**src/rtl/wpsn_pkg.sv**
```systemverilog
package wpsn_pkg;

  localparam int SAMPLE_W = 16;
  localparam int PROP_W   = 16;
  localparam int GAIN_W   = 16;
  localparam int SUM_W    = 48;
  localparam int RATIO_W  = 32;

  // Product of sample and propagator carries 22 fraction bits; times the
  // Q2.14 gain it carries 36, so 28 bits drop to land back on Q7.8.
  localparam int ROUND_SH = 28;

  // Shared multiplier: wide signed operand and narrow signed operand.
  localparam int MUL_A_W = SAMPLE_W + PROP_W + 1;
  localparam int MUL_B_W = GAIN_W + 1;
  localparam int PROD_W  = MUL_A_W + MUL_B_W;
  localparam int SQ_W    = 2 * SAMPLE_W;

  localparam int CFG_IDX_W  = 1;
  localparam int CFG_DATA_W = SUM_W;

  localparam logic [CFG_IDX_W-1:0] CFG_QUENCH_GAIN = 1'b0;
  localparam logic [CFG_IDX_W-1:0] CFG_NORM_DIV    = 1'b1;

  localparam logic [GAIN_W-1:0] GAIN_RESET = 16'd16384;

  typedef struct packed {
    logic signed [SAMPLE_W-1:0] psi_re;
    logic signed [SAMPLE_W-1:0] psi_im;
    logic signed [PROP_W-1:0]   prop_re;
    logic signed [PROP_W-1:0]   prop_im;
    logic                       frame_last;
  } in_item_t;

  typedef struct packed {
    logic signed [SAMPLE_W-1:0] new_re;
    logic signed [SAMPLE_W-1:0] new_im;
    logic                       result_last;
    logic [RATIO_W-1:0]         norm_ratio;
    logic                       norm_invalid;
  } out_item_t;

endpackage

```
**src/rtl/wpsn_in_if.sv**
```systemverilog
interface wpsn_in_if;
  logic                 valid;
  logic                 ready;
  wpsn_pkg::in_item_t   data;

  modport source (output valid, output data, input ready);
  modport sink   (input valid, input data, output ready);
endinterface

```
**src/rtl/wpsn_out_if.sv**
```systemverilog
interface wpsn_out_if;
  logic                 valid;
  logic                 ready;
  wpsn_pkg::out_item_t  data;

  modport source (output valid, output data, input ready);
  modport sink   (input valid, input data, output ready);
endinterface

```
**src/rtl/wave_position_step_with_norm.sv**
```systemverilog
// Position step of a split-step propagator with a frame energy check. Each
// item brings one complex Q7.8 wave sample and its Q1.14 propagator sample;
// a propagator of exactly zero is a wall and erases the sample. Otherwise the
// complex product is scaled by quench_gain (Q2.14), rounded half up and
// saturated, and its squared magnitude is added to a 48-bit saturating
// energy sum. The item flagged frame_last also returns the energy over
// norm_divisor as unsigned Q16.16 (saturated; all ones with norm_invalid set
// when the divisor is zero) and clears the sum. All arithmetic runs through
// one 33x17 signed multiplier under a nine-step sequencer, and a frame-closing
// item with a nonzero divisor and an unsaturated ratio goes on through a
// one-bit-per-cycle restoring divider. The input is not ready while an item
// is at work; the result sits in an output register, so a waiting result does
// not block the next item until that item is finished too. Write the
// configuration only while the block is idle.
module wave_position_step_with_norm (
  input  logic                                clk,
  input  logic                                rst_n,
  wpsn_in_if.sink                             in_ch,
  wpsn_out_if.source                          out_ch,
  input  logic                                cfg_we,
  input  logic [wpsn_pkg::CFG_IDX_W-1:0]      cfg_index,
  input  logic [wpsn_pkg::CFG_DATA_W-1:0]     cfg_wdata
);

  localparam int SW = wpsn_pkg::SAMPLE_W;
  localparam int PW = wpsn_pkg::PROP_W;
  localparam int GW = wpsn_pkg::GAIN_W;
  localparam int UW = wpsn_pkg::SUM_W;
  localparam int RW = wpsn_pkg::RATIO_W;
  localparam int AW = wpsn_pkg::MUL_A_W;
  localparam int BW = wpsn_pkg::MUL_B_W;
  localparam int QW = wpsn_pkg::PROD_W;
  localparam int XW = wpsn_pkg::SQ_W;
  localparam int RS = wpsn_pkg::ROUND_SH;

  localparam logic [4:0] DIV_LAST  = 5'd31;

  typedef enum logic [4:0] {
    ST_IDLE  = 5'b00001,
    ST_MAC   = 5'b00010,
    ST_CHECK = 5'b00100,
    ST_DIV   = 5'b01000,
    ST_DONE  = 5'b10000
  } state_t;

  state_t state_r, state_nxt;

  // Configuration registers
  logic [GW-1:0] gain_r;
  logic [UW-1:0] ndiv_r;

  // Item registers
  logic signed [SW-1:0] a_r, b_r;
  logic signed [PW-1:0] c_r, d_r;
  logic                 last_r, wall_r;

  // Sequencer and datapath registers
  logic [3:0]           step_r, step_nxt;
  logic signed [AW-1:0] acc_r, acc_nxt;
  logic signed [AW-1:0] pre_r, pre_nxt;
  logic signed [AW-1:0] pim_r, pim_nxt;
  logic signed [SW-1:0] nre_r, nre_nxt;
  logic signed [SW-1:0] nim_r, nim_nxt;
  logic [XW-1:0]        en_r, en_nxt;
  logic [UW-1:0]        sum_r, sum_nxt;

  // Divider registers
  logic [UW-1:0]  rem_r, rem_nxt;
  logic [RW-1:0]  quot_r, quot_nxt;
  logic [RW-1:0]  nlow_r, nlow_nxt;
  logic [4:0]     dcnt_r, dcnt_nxt;
  logic [RW-1:0]  ratio_r, ratio_nxt;
  logic           inval_r, inval_nxt;

  // Output register
  logic                out_valid_r, out_valid_nxt;
  wpsn_pkg::out_item_t out_data_r, out_data_nxt;

  // Shared multiplier
  logic signed [AW-1:0] mul_a;
  logic signed [BW-1:0] mul_b;
  logic signed [QW-1:0] prod;
  logic signed [QW-1:0] rnd;
  logic signed [SW-1:0] scaled;
  logic [UW:0]          sum_add;
  logic [UW+1:0]        dif;
  logic                 in_acc;

  assign in_ch.ready   = (state_r == ST_IDLE);
  assign in_acc        = in_ch.valid && in_ch.ready;
  assign out_ch.valid  = out_valid_r;
  assign out_ch.data   = out_data_r;

  // Pick the multiplier operands for the current step.
  always_comb begin
    mul_a = '0;
    mul_b = '0;
    unique case (step_r)
      4'd0: begin mul_a = AW'(a_r);   mul_b = BW'(c_r); end
      4'd1: begin mul_a = AW'(b_r);   mul_b = BW'(d_r); end
      4'd2: begin mul_a = AW'(b_r);   mul_b = BW'(c_r); end
      4'd3: begin mul_a = AW'(a_r);   mul_b = BW'(d_r); end
      4'd4: begin mul_a = pre_r;      mul_b = $signed({1'b0, gain_r}); end
      4'd5: begin mul_a = pim_r;      mul_b = $signed({1'b0, gain_r}); end
      4'd6: begin mul_a = AW'(nre_r); mul_b = BW'(nre_r); end
      4'd7: begin mul_a = AW'(nim_r); mul_b = BW'(nim_r); end
      default: begin mul_a = '0; mul_b = '0; end
    endcase
  end

  assign prod = mul_a * mul_b;

  // Round half up to Q7.8, then saturate to the sample range.
  assign rnd = prod + QW'(64'sd1 <<< (RS - 1));

  always_comb begin
    if ((&rnd[QW-1:RS+SW-1]) || !(|rnd[QW-1:RS+SW-1])) begin
      scaled = rnd[RS+SW-1:RS];
    end else if (rnd[QW-1]) begin
      scaled = {1'b1, {(SW-1){1'b0}}};
    end else begin
      scaled = {1'b0, {(SW-1){1'b1}}};
    end
  end

  assign sum_add = {1'b0, sum_r} + (UW+1)'(en_r);
  assign dif     = {1'b0, rem_r, nlow_r[RW-1]} - {2'b00, ndiv_r};

  always_comb begin
    state_nxt     = state_r;
    step_nxt      = step_r;
    acc_nxt       = acc_r;
    pre_nxt       = pre_r;
    pim_nxt       = pim_r;
    nre_nxt       = nre_r;
    nim_nxt       = nim_r;
    en_nxt        = en_r;
    sum_nxt       = sum_r;
    rem_nxt       = rem_r;
    quot_nxt      = quot_r;
    nlow_nxt      = nlow_r;
    dcnt_nxt      = dcnt_r;
    ratio_nxt     = ratio_r;
    inval_nxt     = inval_r;
    out_valid_nxt = out_valid_r && !out_ch.ready;
    out_data_nxt  = out_data_r;

    unique case (state_r)
      ST_IDLE: begin
        if (in_acc) begin
          step_nxt  = '0;
          state_nxt = ST_MAC;
        end
      end

      ST_MAC: begin
        step_nxt = step_r + 4'd1;
        unique case (step_r)
          4'd0: acc_nxt = prod[AW-1:0];
          4'd1: pre_nxt = acc_r - prod[AW-1:0];
          4'd2: acc_nxt = prod[AW-1:0];
          4'd3: pim_nxt = acc_r + prod[AW-1:0];
          4'd4: nre_nxt = wall_r ? '0 : scaled;
          4'd5: nim_nxt = wall_r ? '0 : scaled;
          4'd6: en_nxt  = prod[XW-1:0];
          4'd7: en_nxt  = en_r + prod[XW-1:0];
          default: begin
            // Saturating add into the frame energy.
            sum_nxt   = sum_add[UW] ? '1 : sum_add[UW-1:0];
            state_nxt = ST_CHECK;
          end
        endcase
      end

      ST_CHECK: begin
        priority if (!last_r) begin
          ratio_nxt = '0;
          inval_nxt = 1'b0;
          state_nxt = ST_DONE;
        end else if (ndiv_r == '0) begin
          ratio_nxt = '1;
          inval_nxt = 1'b1;
          sum_nxt   = '0;
          state_nxt = ST_DONE;
        end else if (UW'(sum_r[UW-1:RW/2]) >= ndiv_r) begin
          // Quotient would need more than 32 bits.
          ratio_nxt = '1;
          inval_nxt = 1'b0;
          sum_nxt   = '0;
          state_nxt = ST_DONE;
        end else begin
          rem_nxt   = UW'(sum_r[UW-1:RW/2]);
          nlow_nxt  = {sum_r[RW/2-1:0], {(RW/2){1'b0}}};
          quot_nxt  = '0;
          dcnt_nxt  = '0;
          state_nxt = ST_DIV;
        end
      end

      ST_DIV: begin
        // One restoring step: shift in a dividend bit, subtract if it fits.
        if (dif[UW+1]) begin
          rem_nxt = {rem_r[UW-2:0], nlow_r[RW-1]};
        end else begin
          rem_nxt = dif[UW-1:0];
        end
        quot_nxt = {quot_r[RW-2:0], ~dif[UW+1]};
        nlow_nxt = {nlow_r[RW-2:0], 1'b0};
        dcnt_nxt = dcnt_r + 5'd1;
        if (dcnt_r == DIV_LAST) begin
          ratio_nxt = {quot_r[RW-2:0], ~dif[UW+1]};
          inval_nxt = 1'b0;
          sum_nxt   = '0;
          state_nxt = ST_DONE;
        end
      end

      ST_DONE: begin
        // Hold until the output register is free.
        if (!out_valid_r || out_ch.ready) begin
          out_valid_nxt             = 1'b1;
          out_data_nxt.new_re       = nre_r;
          out_data_nxt.new_im       = nim_r;
          out_data_nxt.result_last  = last_r;
          out_data_nxt.norm_ratio   = ratio_r;
          out_data_nxt.norm_invalid = inval_r;
          state_nxt                 = ST_IDLE;
        end
      end

      default: state_nxt = ST_IDLE;
    endcase
  end

  always_ff @(posedge clk) begin
    if (!rst_n) begin
      state_r     <= ST_IDLE;
      step_r      <= '0;
      dcnt_r      <= '0;
      sum_r       <= '0;
      out_valid_r <= 1'b0;
      gain_r      <= wpsn_pkg::GAIN_RESET;
      ndiv_r      <= '0;
    end else begin
      state_r     <= state_nxt;
      step_r      <= step_nxt;
      dcnt_r      <= dcnt_nxt;
      sum_r       <= sum_nxt;
      out_valid_r <= out_valid_nxt;
      if (cfg_we) begin
        unique case (cfg_index)
          wpsn_pkg::CFG_QUENCH_GAIN: gain_r <= cfg_wdata[GW-1:0];
          wpsn_pkg::CFG_NORM_DIV:    ndiv_r <= cfg_wdata[UW-1:0];
          default: ;
        endcase
      end
    end
  end

  always_ff @(posedge clk) begin
    if (in_acc) begin
      a_r    <= in_ch.data.psi_re;
      b_r    <= in_ch.data.psi_im;
      c_r    <= in_ch.data.prop_re;
      d_r    <= in_ch.data.prop_im;
      last_r <= in_ch.data.frame_last;
      wall_r <= (in_ch.data.prop_re == '0) && (in_ch.data.prop_im == '0);
    end
    acc_r      <= acc_nxt;
    pre_r      <= pre_nxt;
    pim_r      <= pim_nxt;
    nre_r      <= nre_nxt;
    nim_r      <= nim_nxt;
    en_r       <= en_nxt;
    rem_r      <= rem_nxt;
    quot_r     <= quot_nxt;
    nlow_r     <= nlow_nxt;
    ratio_r    <= ratio_nxt;
    inval_r    <= inval_nxt;
    out_data_r <= out_data_nxt;
  end

  // An accepted item drops ready; the design keeps it low for the whole of the item's work.
  a_busy_after_accept: assert property (@(posedge clk) disable iff (!rst_n)
    in_acc |=> !in_ch.ready)
    else $error("input ready right after an accepted item");

  // Ratio and flag are zero on results that do not close a frame.
  a_ratio_only_last: assert property (@(posedge clk) disable iff (!rst_n)
    (out_valid_r && !out_data_r.result_last) |->
      (out_data_r.norm_ratio == '0 && !out_data_r.norm_invalid))
    else $error("ratio on a result that does not close the frame");

  // A zero divisor reports a saturated ratio.
  a_invalid_saturates: assert property (@(posedge clk) disable iff (!rst_n)
    (out_valid_r && out_data_r.norm_invalid) |->
      (out_data_r.result_last && (&out_data_r.norm_ratio)))
    else $error("invalid ratio not saturated");

  // A wall item erases the sample.
  a_wall_zero: assert property (@(posedge clk) disable iff (!rst_n)
    (state_r == ST_CHECK && wall_r) |-> (nre_r == '0 && nim_r == '0 && en_r == '0))
    else $error("wall sample not erased");

endmodule

```
**src/flat_wrapper.sv**
```systemverilog
// flat-port wrapper written by rule: the top's interface ports become plain ports
module wave_position_step_with_norm_flat 
  (clk, rst_n, cfg_we, cfg_index, cfg_wdata, in_ch_valid, in_ch_data, in_ch_ready, out_ch_valid, out_ch_data, out_ch_ready);
  wpsn_in_if in_ch_i ();
  wpsn_out_if out_ch_i ();
  input  logic clk;
  input  logic rst_n;
  input  logic cfg_we;
  input  logic [wpsn_pkg::CFG_IDX_W-1:0] cfg_index;
  input  logic [wpsn_pkg::CFG_DATA_W-1:0] cfg_wdata;
  input wire logic [$bits(in_ch_i.valid)-1:0] in_ch_valid;
  input wire logic [$bits(in_ch_i.data)-1:0] in_ch_data;
  output wire logic [$bits(in_ch_i.ready)-1:0] in_ch_ready;
  output wire logic [$bits(out_ch_i.valid)-1:0] out_ch_valid;
  output wire logic [$bits(out_ch_i.data)-1:0] out_ch_data;
  input wire logic [$bits(out_ch_i.ready)-1:0] out_ch_ready;
  assign in_ch_i.valid = in_ch_valid;
  assign in_ch_i.data = in_ch_data;
  assign in_ch_ready = in_ch_i.ready;
  assign out_ch_valid = out_ch_i.valid;
  assign out_ch_data = out_ch_i.data;
  assign out_ch_i.ready = out_ch_ready;
  wave_position_step_with_norm u_core (.clk(clk), .rst_n(rst_n), .in_ch(in_ch_i), .out_ch(out_ch_i), .cfg_we(cfg_we), .cfg_index(cfg_index), .cfg_wdata(cfg_wdata));
endmodule
```
**config.mk**
```make
export PLATFORM = sky130hd
export DESIGN_NAME = wave_position_step_with_norm_flat
export DESIGN_NICKNAME = d
export VERILOG_FILES = /design/src/rtl/wpsn_pkg.sv /design/src/rtl/wpsn_in_if.sv /design/src/rtl/wpsn_out_if.sv /design/src/rtl/wave_position_step_with_norm.sv /design/src/flat_wrapper.sv
export SDC_FILE = /design/constraint.sdc
export NUM_CORES = 2
export LEC_CHECK = 0
export ABC_AREA = 1
export BUFFER_PORTS_ARGS = -buffer_cell sky130_fd_sc_hd__buf_2
export CORE_MARGIN = 1
export CORE_UTILIZATION = 59
export CTS_BUF_LIST = sky130_fd_sc_hd__clkbuf_8
export CTS_CLUSTER_DIAMETER = 200
export DETAILED_ROUTE_END_ITERATION = 10
export PLACE_DENSITY = 0.83
export SLEW_MARGIN = 20
export SYNTH_ARGS = -nofsm -noshare
export SYNTH_HDL_FRONTEND = slang
export SYNTH_SLANG_ARGS = --single-unit
```
**constraint.sdc**
```tcl
create_clock -name clk -period 7.55 [get_ports clk]
set_input_delay 0.755 -clock clk [delete_from_list [all_inputs] [get_ports clk]]
set_output_delay 0.755 -clock clk [all_outputs]
set_load 0.1 [all_outputs]
```
==> results_dict.tcl <==
set metrics [dict create \
    crit_type "flip-flop to flip-flop" \
    final_area_sq_mm 0.0675 \
    cts.clk_slew.worst_paths_ps 70 \
    fmax_ghz 0.115 \
    rsz0062_at_grt "true" \
    cts_buffers 91 \
    cts.path.max_buffers 3 \
    n_fill_cell 5856 \
    drt-total-wl_um 191000 \
    maxSlewHeadroom_pct 28.3 \
    antenna_left 0 \
    wl_per_cell_um 21.9 \
    cts_sinks 550 \
    area_growth_pct 28.1 \
    tightest_slew_ps 1070 \
    required_ps 8030 \
    crit_path_start_kind "flip-flop" \
    gp_congestion 1.03 \
    timing.critical_path.mode_cell "inv_1" \
    drive_above_1_share_pct 25.5 \
    crit_arrival_ps 9170 \
    min_path_type "primary input to flip-flop" \
    ys_warn_count 0 \
    fin_skew_ps 84.8 \
    crit_fanout 14 \
    final_max_slew_viol_count 0 \
    finalSetupViolations 93 \
    ys_types 60 \
    syn_inst 6401 \
    synthTopCellsByArea "edfxtp_1, fa_1, inv_1" \
    grt_start_max_net_pins 96 \
    drt_pass1_iterations 7 \
    cp_slowest_cell "fa_1" \
    worst_slack_ps -1130 \
    synth_top_area_cell "edfxtp_1" \
    holdWs_ps 104 \
    die_h_um 301 \
    multi_input_area_sq_mm 0.0347 \
    initial_utilization_pct 59.6 \
    cts_tree "yes" \
    dp_slack_ps -1660 \
    ff_latch_area_sq_mm 0.0153 \
    ys_ff_latch 550 \
    placed_cell_area_sq_mm 0.0625 \
    hpwl_um 147000 \
    die_area_sq_mm 0.0905 \
    track_usage_pct 41.1 \
    ios 187 \
    synth_edf_count 423 \
    vias 50700 \
    violations "negative setup slack" \
    drc 0 \
    root_buffer "clkbuf_8" \
    finalNetCount 8469 \
    syn_nets 7392 \
    synthesis.area_sq_mm 0.0527 \
    hold_viol 0 \
    grt_pass1_vias 50200 \
    synth_seq_area_share_pct 28.9 \
    htree_levels 3 \
    synth_ff_type "edfxtp_1" \
    avgSynthCellArea_sq_um 8.23 \
    min_period_ps 8680 \
    cp-end-kind "flip-flop" \
    rows 109 \
    die_w_um 301 \
    port-buffer-count 186 \
    postSynth.asyncResetShare_pct 0 \
    antenna_found_initial 15 \
    synth_top_area_share_pct 24.1 \
    period_share_pct 115 \
    grt_first_pass_wirelength_um 282000 \
    viasPerCell 5.81 \
    coreArea_sq_mm 0.0884 \
    cpPeakStageDelay_ps 600 \
    drt_iter0_drc 6214 \
    status "finished, violations left" \
    grt_overflow 0 \
    cap_violations 0 \
    clock_latency_ps 830 \
]
-- layer usage --
layer | vias to the layer above | wire [um] | global-route usage (%)
li1 | 22500 | - | -
met1 | 24100 | 70400 | 53.0
met2 | 3349 | 84700 | 63.7
met3 | 824 | 24600 | 11.7
met4 | 8 | 11500 | 19.6
met5 | - | 62 | 0
-- cell families after synthesis --
family | after synthesis | share of synthesized area [%]
adders and majority gates | 872 | 28.4
AOI/OAI and AO/OA | 973 | 10.5
and+or+nand+nor | 2383 | 18.8
xor gates and xnor gates | 178 | 2.96
buffers and inverters | 1445 | 10.3
DFF | 550 | 28.9
-- metrics by stage --
step                      setup TNS [ps]  util (%)  instances
after floorplan                    -46.0         -       6401
after global placement            -90140      70.7       8477
after detailed placement          -98120      70.7       8477
after CTS                         -62550      74.4       8673
after global routing             -100140      76.3       8727
final                             -76760      76.3       8733
-- what timing repair did --
item | 4_1_cts | 5_1_grt
hold buffers | 0 | 0
gates resized for setup | 261 | 302
cloned | 2 | 5
endpoints found under the setup margin | 96 | 100
setup buffers | 25 | 42
pin swaps | 55 | 105
-- layout by cell type (no fill, tap or decap), drive strengths merged, types with 13 or more instances in the layout --
cell type  count
nor2         763
dfxtp        127
ha           330
nor3          53
inv         1274
xnor2         51
clkinv        40
o211ai        24
o21bai        18
diode         14
clkbuf       105
a31oi         41
nand2       1264
or2           20
fa           542
buf         1159
a21oi        431
a22o          46
o21ai        317
xor2         127
nand3        167
a21o          13
a22oi         16
nand4         74
edfxtp       423
a21boi        15
nor4          26
-- synth_stat cells (all sizes together) (2+ instances only) --
| cell type | n |
|---|---|
| a211oi | 5 |
| a21boi | 15 |
| a21o | 13 |
| a21oi | 431 |
| a221oi | 7 |
| a22o | 46 |
| a22oi | 16 |
| a31oi | 41 |
| and3 | 5 |
| buf | 21 |
| clkbuf | 161 |
| clkinv | 15 |
| dfxtp | 127 |
| edfxtp | 423 |
| fa | 542 |
| ha | 330 |
| inv | 1248 |
| nand2 | 1261 |
| nand3 | 167 |
| nand3b | 9 |
| nand4 | 74 |
| nor2 | 763 |
| nor3 | 53 |
| nor3b | 2 |
| nor4 | 26 |
| nor4b | 2 |
| o2111ai | 6 |
| o211ai | 24 |
| o21a | 8 |
| o21ai | 317 |
| o21bai | 18 |
| o221ai | 6 |
| o22ai | 4 |
| o31ai | 9 |
| or2 | 20 |
| xnor2 | 51 |
| xor2 | 127 |
-- state kept, by name (all words and copies together), names as in the netlist, 31 cells and up --
signal	cells
u_core.sum_r	48
u_core.ndiv_r	48
u_core.rem_r	48
u_core.ratio_r	32
u_core.pim_r	33
u_core.en_r	32
u_core.pre_r	33
u_core.acc_r	33
u_core.quot_r	31
u_core.out_ch.data	66
-- layout make-up --
cell class | instances | share of cell area (%)
clock buffer | 103 | 2.10
tap | 1165 | 2.16
timing repair inverter | 2 | 0.0185
multi-input combinational | 4409 | 51.4
inverter | 1263 | 7.15
timing repair buffer | 1161 | 13.7
antenna | 14 | 0.0519
sequential | 550 | 22.6
clock inverter | 66 | 0.751
-- worst paths after layout --
path | start | to | slack [ps] | cells after the start
worst min-delay path | in_ch_data[47] | u_core.b_r[14] | 100 | 1
worst max register to register | u_core.step_r[0] | u_core.pre_r[32] | -1130 | 40
worst min register to register | u_core.ratio_r[14] | u_core.out_ch.data[15] | 420 | 0
worst max-delay path | u_core.step_r[0] | u_core.pre_r[32] | -1130 | 40
-- critical path: cells and delay by family, from the launching register on --
family	cells	cell delay, ps
fa+ha+maj	9	3840
xor+xnor	2	280
buf+inv	14	1710
compound gates	6	1090
flops	1	410
simple gates	9	1040
Power is not shown: default switching activity piles up to over one toggle a cycle in this logic, so the estimate is an artifact.
